`config.mk`:
```
export PLATFORM = sky130hd
export DESIGN_NAME = json_array_element_splitter_core
export DESIGN_NICKNAME = d
export VERILOG_FILES = /design/src/hdl/jaes_pkg.sv /design/src/hdl/jaes_regs.sv /design/src/hdl/jaes_parse.sv /design/src/hdl/jaes_outq.sv /design/src/hdl/json_array_element_splitter_core.sv
export SDC_FILE = /design/constraint.sdc
export NUM_CORES = 1
export LEC_CHECK = 0
export BUFFER_PORTS_ARGS = -buffer_cell sky130_fd_sc_hd__buf_2
export CAP_MARGIN = 20
export CORE_MARGIN = 10
export CORE_UTILIZATION = 25
export CTS_CLUSTER_SIZE = 16
export DETAILED_ROUTE_END_ITERATION = 12
export PLACE_DENSITY = 0.51
export SLEW_MARGIN = 40
export SYNTH_ARGS = -nofsm -noshare
export SYNTH_HDL_FRONTEND = slang
export SYNTH_SLANG_ARGS = --single-unit
```
`constraint.sdc`:
```
create_clock -name clk_i -period 3.7 [get_ports clk_i]
set_input_delay 0.74 -clock clk_i [delete_from_list [all_inputs] [get_ports clk_i]]
set_output_delay 0.74 -clock clk_i [all_outputs]
set_load 0.05 [all_outputs]
```
`src/hdl/jaes_pkg.sv`:
```
package jaes_pkg;

  localparam int MAX_ELEMENTS = 64;
  localparam int MAX_BUFFER   = 4096;
  localparam int DEPTH_BITS   = 8;

  localparam int ELIM_W = 7;
  localparam int BSIZE_W = 13;
  localparam int IDX_W = 6;
  localparam int POS_W = 13;

  localparam logic [ELIM_W-1:0]  ELIM_MAX  = ELIM_W'(MAX_ELEMENTS);
  localparam logic [BSIZE_W-1:0] BSIZE_MAX = BSIZE_W'(MAX_BUFFER);
  localparam logic [ELIM_W-1:0]  ELIM_RST  = 7'd16;
  localparam logic [BSIZE_W-1:0] BSIZE_RST = 13'd256;

  localparam logic [DEPTH_BITS-1:0] BRACKET_MAX = '1;
  localparam logic signed [DEPTH_BITS-1:0] BRACE_MAX = {1'b0, {(DEPTH_BITS-1){1'b1}}};
  localparam logic signed [DEPTH_BITS-1:0] BRACE_MIN = -BRACE_MAX;

  localparam logic [7:0] CH_LBRACKET = 8'h5B;
  localparam logic [7:0] CH_RBRACKET = 8'h5D;
  localparam logic [7:0] CH_LBRACE   = 8'h7B;
  localparam logic [7:0] CH_RBRACE   = 8'h7D;
  localparam logic [7:0] CH_COMMA    = 8'h2C;
  localparam logic [7:0] CH_DQUOTE   = 8'h22;
  localparam logic [7:0] CH_APOS     = 8'h27;
  localparam logic [7:0] CH_SPACE    = 8'h20;
  localparam logic [7:0] CH_NL       = 8'h0A;
  localparam logic [7:0] CH_TAB      = 8'h09;

  localparam logic REG_ELEMENT_LIMIT = 1'b0;
  localparam logic REG_BUFFER_SIZE   = 1'b1;

  typedef enum logic [1:0] {
    KIND_DATA  = 2'd0,
    KIND_CLOSE = 2'd1,
    KIND_ERROR = 2'd2
  } kind_e;

  typedef struct packed {
    kind_e            kind;
    logic [IDX_W-1:0] idx;
    logic [POS_W-1:0] pos;
    logic [7:0]       data;
    logic             last;
  } res_t;

  typedef struct packed {
    logic [1:0] cnt;
    res_t       r1;
    res_t       r0;
  } pair_t;

  typedef struct packed {
    logic [ELIM_W-1:0]  element_limit;
    logic [BSIZE_W-1:0] buffer_size;
  } cfg_t;

endpackage

```
`src/hdl/jaes_regs.sv`:
```
module jaes_regs (
  input  logic          clk_i,
  input  logic          rst_ni,
  input  logic          psel,
  input  logic          penable,
  input  logic          pwrite,
  input  logic [2:0]    paddr,
  input  logic [31:0]   pwdata,
  output logic [31:0]   prdata,
  output logic          pready,
  output jaes_pkg::cfg_t cfg_o
);
  import jaes_pkg::*;

  logic [ELIM_W-1:0]  elim_q;
  logic [BSIZE_W-1:0] bsize_q;
  logic               wr_en;
  logic               sel_bit;

  assign pready  = 1'b1;
  assign wr_en   = psel & penable & pwrite;
  assign sel_bit = paddr[2];

  always_ff @(posedge clk_i or negedge rst_ni) begin
    if (!rst_ni) begin
      elim_q  <= ELIM_RST;
      bsize_q <= BSIZE_RST;
    end else if (wr_en) begin
      if (sel_bit == REG_ELEMENT_LIMIT) elim_q <= pwdata[ELIM_W-1:0];
      else bsize_q <= pwdata[BSIZE_W-1:0];
    end
  end

  always_comb begin
    if (sel_bit == REG_ELEMENT_LIMIT) prdata = {{(32-ELIM_W){1'b0}}, elim_q};
    else prdata = {{(32-BSIZE_W){1'b0}}, bsize_q};
    if (paddr[1:0] != 2'b00) prdata = '0;
  end

  assign cfg_o.element_limit = elim_q;
  assign cfg_o.buffer_size   = bsize_q;

endmodule

```
`src/hdl/jaes_parse.sv`:
```
module jaes_parse (
  input  logic            clk_i,
  input  logic            rst_ni,
  input  jaes_pkg::cfg_t  cfg_i,
  input  logic            in_valid_i,
  output logic            in_ready_o,
  input  logic [7:0]      ch_i,
  input  logic            end_i,
  input  logic            space_ok_i,
  output jaes_pkg::pair_t pair_o
);
  import jaes_pkg::*;

  logic                         in_valid_q;
  logic [7:0]                   ch_q;
  logic                         end_q;
  logic                         advance;

  logic                         dq_q, dq_d;
  logic                         ap_q, ap_d;
  logic [DEPTH_BITS-1:0]        brk_q, brk_d;
  logic signed [DEPTH_BITS-1:0] brc_q, brc_d;
  logic [IDX_W-1:0]             cur_q, cur_d;
  logic [POS_W-1:0]             wpos_q, wpos_d;
  logic                         await_q, await_d;
  logic                         halt_q, halt_d;

  assign advance    = in_valid_q & space_ok_i;
  assign in_ready_o = ~in_valid_q | space_ok_i;

  always_ff @(posedge clk_i or negedge rst_ni) begin
    if (!rst_ni) in_valid_q <= 1'b0;
    else in_valid_q <= (in_valid_i & in_ready_o) | (in_valid_q & ~advance);
  end

  always_ff @(posedge clk_i) begin
    if (in_valid_i && in_ready_o) begin
      ch_q  <= ch_i;
      end_q <= end_i;
    end
  end

  always_comb begin
    logic               in_str;
    logic               top;
    logic               put;
    logic               close_c;
    logic               err_c;
    logic [BSIZE_W-1:0] size_eff;
    logic [ELIM_W-1:0]  lim_eff;
    logic [POS_W-1:0]   put_pos;
    logic [1:0]         cnt;
    res_t               r0;
    res_t               r1;

    dq_d = dq_q; ap_d = ap_q; brk_d = brk_q; brc_d = brc_q;
    cur_d = cur_q; wpos_d = wpos_q; await_d = await_q; halt_d = halt_q;
    put = 1'b0; close_c = 1'b0; err_c = 1'b0;
    in_str = dq_q | ap_q;
    top = (brc_q == '0) && (brk_q == '0);
    size_eff = (cfg_i.buffer_size > BSIZE_MAX) ? BSIZE_MAX : cfg_i.buffer_size;
    lim_eff = (cfg_i.element_limit > ELIM_MAX) ? ELIM_MAX : cfg_i.element_limit;
    put_pos = (wpos_q >= size_eff) ? '0 : wpos_q;
    cnt = 2'd0;
    r0 = '0;
    r1 = '0;

    if (!halt_q && await_q) begin
      await_d = 1'b0;
    end else if (!halt_q) begin
      case (ch_q)
        CH_SPACE: put = in_str;
        CH_NL, CH_TAB: put = 1'b0;
        CH_APOS: begin
          if (!dq_q) ap_d = ~ap_q;
          put = ~top;
        end
        CH_DQUOTE: begin
          if (!ap_q) dq_d = ~dq_q;
          put = ~top;
        end
        CH_LBRACKET: begin
          put = 1'b1;
          if (!in_str && brk_q != BRACKET_MAX) brk_d = brk_q + 1'b1;
        end
        CH_RBRACKET: begin
          if (!in_str && brk_q != '0) begin
            put = 1'b1;
            brk_d = brk_q - 1'b1;
          end
        end
        CH_LBRACE: begin
          put = 1'b1;
          if (!in_str && brk_q == '0 && brc_q < BRACE_MAX) brc_d = brc_q + 1'b1;
        end
        CH_RBRACE: begin
          put = 1'b1;
          if (!in_str && brk_q == '0 && brc_q > BRACE_MIN) brc_d = brc_q - 1'b1;
        end
        CH_COMMA: begin
          if (in_str || !top) begin
            put = 1'b1;
          end else begin
            close_c = 1'b1;
            wpos_d = '0;
            if (({1'b0, cur_q} + 7'd1) >= lim_eff) begin
              err_c = 1'b1;
              halt_d = 1'b1;
            end else begin
              cur_d = cur_q + 1'b1;
            end
          end
        end
        default: put = 1'b1;
      endcase
    end

    if (put) begin
      wpos_d = put_pos + 1'b1;
      r0.kind = KIND_DATA;
      r0.idx  = cur_q;
      r0.pos  = put_pos;
      r0.data = ch_q;
      cnt = 2'd1;
    end
    if (close_c) begin
      r0.kind = KIND_CLOSE;
      r0.idx  = cur_q;
      r0.pos  = wpos_q;
      cnt = 2'd1;
    end
    if (err_c) begin
      r1.kind = KIND_ERROR;
      r1.idx  = cur_q;
      cnt = 2'd2;
    end
    if (end_q && !halt_d) begin
      if (cnt == 2'd0) begin
        r0.kind = KIND_CLOSE;
        r0.idx  = cur_d;
        r0.pos  = wpos_d;
      end else begin
        r1.kind = KIND_CLOSE;
        r1.idx  = cur_d;
        r1.pos  = wpos_d;
      end
      cnt = cnt + 2'd1;
    end
    r0.last = (cnt == 2'd1);
    r1.last = 1'b1;

    if (end_q) begin
      dq_d = 1'b0; ap_d = 1'b0; brk_d = '0; brc_d = '0;
      cur_d = '0; wpos_d = '0; await_d = 1'b1; halt_d = 1'b0;
    end

    pair_o.cnt = advance ? cnt : 2'd0;
    pair_o.r0  = r0;
    pair_o.r1  = r1;
  end

  always_ff @(posedge clk_i or negedge rst_ni) begin
    if (!rst_ni) begin
      dq_q <= 1'b0; ap_q <= 1'b0; brk_q <= '0; brc_q <= '0;
      cur_q <= '0; wpos_q <= '0; await_q <= 1'b1; halt_q <= 1'b0;
    end else if (advance) begin
      dq_q <= dq_d; ap_q <= ap_d; brk_q <= brk_d; brc_q <= brc_d;
      cur_q <= cur_d; wpos_q <= wpos_d; await_q <= await_d; halt_q <= halt_d;
    end
  end

endmodule

```
`src/hdl/jaes_outq.sv`:
```
module jaes_outq (
  input  logic            clk_i,
  input  logic            rst_ni,
  input  jaes_pkg::pair_t pair_i,
  output logic            space_ok_o,
  output logic            out_valid_o,
  input  logic            out_ready_i,
  output jaes_pkg::res_t  out_o
);
  import jaes_pkg::*;

  localparam int DEPTH = 4;
  localparam int PTR_W = $clog2(DEPTH);

  res_t             mem [DEPTH];
  logic [PTR_W-1:0] wr_ptr_q;
  logic [PTR_W-1:0] rd_ptr_q;
  logic [PTR_W:0]   cnt_q;
  logic             pop;

  assign out_valid_o = cnt_q != '0;
  assign pop         = out_valid_o & out_ready_i;
  assign space_ok_o  = cnt_q <= (PTR_W + 1)'(DEPTH - 2);
  assign out_o       = mem[rd_ptr_q];

  always_ff @(posedge clk_i) begin
    if (pair_i.cnt != 2'd0) mem[wr_ptr_q] <= pair_i.r0;
    if (pair_i.cnt == 2'd2) mem[wr_ptr_q + 1'b1] <= pair_i.r1;
  end

  always_ff @(posedge clk_i or negedge rst_ni) begin
    if (!rst_ni) begin
      wr_ptr_q <= '0;
      rd_ptr_q <= '0;
      cnt_q    <= '0;
    end else begin
      wr_ptr_q <= wr_ptr_q + PTR_W'(pair_i.cnt);
      rd_ptr_q <= rd_ptr_q + PTR_W'(pop);
      cnt_q    <= cnt_q + (PTR_W + 1)'(pair_i.cnt) - (PTR_W + 1)'(pop);
    end
  end

endmodule

```
`src/hdl/json_array_element_splitter_core.sv`:
```
// An accepted input word is registered in the parser, and its results go to the output
// queue. Throughput: one input word per cycle while the queue has space; one result
// word per cycle while m_axis_tready is high, so two results of one character go out in turn.
// Reset: rst_ni is asynchronous, active low; it clears the text state and the
// result queue and sets element_limit to 16 and buffer_size to 256.
module json_array_element_splitter_core (
  input  logic        clk_i,
  input  logic        rst_ni,
  input  logic        s_axis_tvalid,
  output logic        s_axis_tready,
  input  logic [7:0]  s_axis_tdata,   // [7:0] ch
  input  logic        s_axis_tlast,   // text_end
  output logic        m_axis_tvalid,
  input  logic        m_axis_tready,
  output logic [31:0] m_axis_tdata,   // [5:0] element_index, [18:6] position, [26:19] data
  output logic [1:0]  m_axis_tuser,   // [1:0] kind
  output logic        m_axis_tlast,   // last_of_run
  input  logic        psel,
  input  logic        penable,
  input  logic        pwrite,
  input  logic [2:0]  paddr,
  input  logic [31:0] pwdata,
  output logic [31:0] prdata,
  output logic        pready
);
  import jaes_pkg::*;

  cfg_t  cfg;
  pair_t pair;
  res_t  head;
  logic  space_ok;

  jaes_regs u_regs (
    .clk_i   (clk_i),
    .rst_ni  (rst_ni),
    .psel    (psel),
    .penable (penable),
    .pwrite  (pwrite),
    .paddr   (paddr),
    .pwdata  (pwdata),
    .prdata  (prdata),
    .pready  (pready),
    .cfg_o   (cfg)
  );

  jaes_parse u_parse (
    .clk_i      (clk_i),
    .rst_ni     (rst_ni),
    .cfg_i      (cfg),
    .in_valid_i (s_axis_tvalid),
    .in_ready_o (s_axis_tready),
    .ch_i       (s_axis_tdata),
    .end_i      (s_axis_tlast),
    .space_ok_i (space_ok),
    .pair_o     (pair)
  );

  jaes_outq u_outq (
    .clk_i       (clk_i),
    .rst_ni      (rst_ni),
    .pair_i      (pair),
    .space_ok_o  (space_ok),
    .out_valid_o (m_axis_tvalid),
    .out_ready_i (m_axis_tready),
    .out_o       (head)
  );

  assign m_axis_tdata = {5'd0, head.data, head.pos, head.idx};
  assign m_axis_tuser = head.kind;
  assign m_axis_tlast = head.last;

endmodule

```
==> impl_metrics.py <==
metrics = {
    "global_route": {
        "grt_use_total": 0.116,
        "grt_pass1_vias": 8401,
        "grt_overflow": 0,
        "grt_pass1_wl_um": 48200,
        "antenna_found_initial": 5,
        "grt_max_degree": 39,
    },
    "power_and_ir_drop": {
        "p_per_area_nw_per_um2": 701,
        "power.total_uw": 9190,
        "p_leak_uw": 0.00538,
        "peakVddDrop_mv": 0.304,
    },
    "floorplanning": {
        "die_w_um": 230,
        "initial_utilization": 0.254,
        "die_area_um2": 52900,
        "die_y_um": 230,
        "io_pins": 121,
        "rows": 76,
        "fp.coreArea_um2": 43400,
    },
    "flow_run": {
        "drv_cap": 0,
    },
    "detailed_routing": {
        "drt_iter0_markers": 417,
        "vias_per_cell": 4.68,
        "drt-pass1-iter-count": 5,
        "drc": 0,
        "ant_nets": 0,
        "finalWirelength_um": 30700,
        "wire_per_inst_um": 17.8,
        "num_vias": 8059,
    },
    "logic_synthesis": {
        "synthFlopType": "edfxtp_1",
        "synthDistinctLibCells": 80,
        "synthArstFlopShare": 0.342,
        "yosys_warnings": 0,
        "syn_area_um2": 11000,
        "syn_inst": 1008,
        "yosysTopAreaCell": "edfxtp_1",
        "synth_seq_cells": 196,
        "synth_top_area_share": 0.253,
        "syn_avg_cell_area_um2": 10.9,
        "synth_common_cells": "nand2_1 (111), edfxtp_1 (93), dfrtp_1 (64), nor2_1 (61), o21ai_0 (46)",
        "yosysSeqAreaShare": 0.471,
        "synth_most_common_cell": "nand2_1",
        "synth_edf_count": 93,
        "yosys-top-cells-area": "edfxtp_1 (25%), dfrtp_1 (15%), dfxtp_1 (6.5%)",
    },
    "timing": {
        "timing.final.crit_share": 0.964,
        "maxSlewViolCount": 0,
        "worst_slew_pin_slew_ns": 0.732,
        "post-route-min-period_ns": 3.56,
        "fin_setup_tns_ns": 0,
        "finClkSkew_ns": 0.0114,
        "setup_viol_count_final": 0,
        "fmax_mhz": 281,
        "maxSlewHeadroom": 0.511,
        "finalHoldViolations": 0,
        "rsz0062_at_grt": "yes",
        "whs_ns": 0.259,
    },
    "cts": {
        "clkSinkCount": 196,
        "path_clk_slew_ns": 0.08,
        "cts.path.max_buffers": 2,
        "cts_tree": "yes",
        "clk_latency_ns": 0.45,
        "cts-htree-levels": 4,
        "cts_made_buffers": 17,
        "root_buffer": "clkbuf_16",
    },
    "layout": {
        "nNetsFinal": 1215,
        "multi_input_area_um2": 5440,
        "final_cells": 1722,
        "num-fill-cells": 4555,
        "register_area_um2": 5190,
        "drive_above_1_share": 0.252,
        "syn_to_final_growth_pct": 18.8,
        "fin_util": 0.302,
    },
    "critical_path": {
        "critPathMaxFanout": 3,
        "critPathRequiredTime_ns": 4.04,
        "critPathKind": "flop to flop",
        "cp-end-kind": "flop",
        "critPathLaunchType": "flop",
        "crit_arrival_ns": 3.90,
    },
    "run_status": {
        "run_status": "complete, no violations",
    },
    "placement": {
        "portBuffers": 76,
        "hpwl_um": 22800,
        "dpl.cell_count": 1683,
        "gp_congestion": 0.816,
    },
    "min_path": {
        "hold_class": "input port to asynchronous set/reset pin",
    },
}
[flip-flops by register name, summed over array words and instances (netlist names)]
name	count
u_parse.brc_q	8
u_parse.brk_q	8
u_parse.cur_q	6
u_parse.ch_q	8
u_parse.halt_q	1
u_parse.dq_q	1
u_parse.wpos_q	13
u_outq.mem	120
u_parse.await_q	1
u_regs.bsize_q	13
u_parse.in_valid_q	1
u_parse.ap_q	1
u_parse.end_q	1
u_regs.elim_q	7
u_outq.wr_ptr_q	2
u_outq.cnt_q	3
u_outq.rd_ptr_q	2
[final timing paths]
check | start | to | slack [ns] | cells after the start
max | u_parse.cur_q[1] | u_outq.cnt_q[2] | 0.14 | 17
min | rst_ni | u_regs.bsize_q[9] | 0.26 | 1
max reg2reg | u_parse.cur_q[1] | u_outq.cnt_q[2] | 0.14 | 17
min reg2reg | u_outq.mem[1][1] | u_outq.mem[1][1] | 0.46 | 2
max in group asynchronous | rst_ni | u_parse.brk_q[0] | 2.74 | 2
min in group clk_i | u_outq.mem[1][1] | u_outq.mem[1][1] | 0.46 | 2
[critical path: stages, from the launching register on]
cell and delay (ns):
dfrtp_1 0.40, ha_2 0.22, nand3_2 0.10, xnor2_2 0.16
ha_1 0.31, and3_4 0.18, a221oi_2 0.27, o21ai_2 0.10
a31o_2 0.27, xnor2_2 0.15, nand3_2 0.14, ha_1 0.29
inv_1 0.06, ha_1 0.13, inv_1 0.05, fa_2 0.33
xor2_1 0.18, xnor2_1 0.13
[metrics by stage]
step,area (um2),setup slack (ns)
2_1_floorplan,11200,-0.0486
3_3_place_gp,12400,0.0847
3_5_place_dp,12400,0.0527
4_1_cts,13000,0.0334
5_1_grt,13100,-0.0779
6_report,13100,0.135
[repair_timing]
| item | 4_1_cts | 5_1_grt |
|---|---|---|
| hold endpoints to repair | 0 | 0 |
| hold buffers | 0 | 0 |
| buffers inserted | 0 | 5 |
| endpoints found under the setup margin | 0 | 42 |
| resized for setup | 0 | 12 |
[cell type report]
class,instances,area share
antenna,2,0.000382
clock buffer,18,0.0327
clock inverter,14,0.0127
inverter,24,0.00687
multi-input combinational,726,0.415
sequential,196,0.396
tap,585,0.0558
timing repair buffer,157,0.0804
[metal layers]
metal,GRT usage,share of wire
met5,0,0.0011
met4,0.0401,0.017
met3,0.0252,0.038
met2,0.199,0.50
met1,0.139,0.44
[kinds of logic after synthesis]
| family | share of synthesized area |
|---|---|
| buffers and inverters | 0.0513 |
| and+or+nand+nor | 0.147 |
| DFF | 0.471 |
| other | 0.000681 |
| muxes | 0.112 |
| xor gates and xnor gates | 0.0246 |
| AOI/OAI and AO/OA | 0.145 |
| adders and majority gates | 0.0497 |
[power by group]
part,internal (uW),leakage [uW],switching (uW)
clock,1020,0.000288,898
sequential,2860,0.00206,268
combinational,1380,0.00303,2760
total,5260,0.00538,3930
[placed cells by master, fill, tap and decap left out, types with 30 or more instances in the layout]
cell | Yosys | final
a21oi_1 | 40 | 38
a22o_1 | 40 | 40
buf_2 | 11 | 75
buf_4 | 26 | 77
dfrtp_1 | 64 | 63
dfxtp_1 | 36 | 36
edfxtp_1 | 93 | 93
ha_1 | 39 | 38
mux2i_1 | 32 | 32
mux4_2 | 30 | 30
nand2_1 | 111 | 111
nor2_1 | 61 | 59
o21ai_0 | 46 | 46
(Power assumes the default switching activity.)
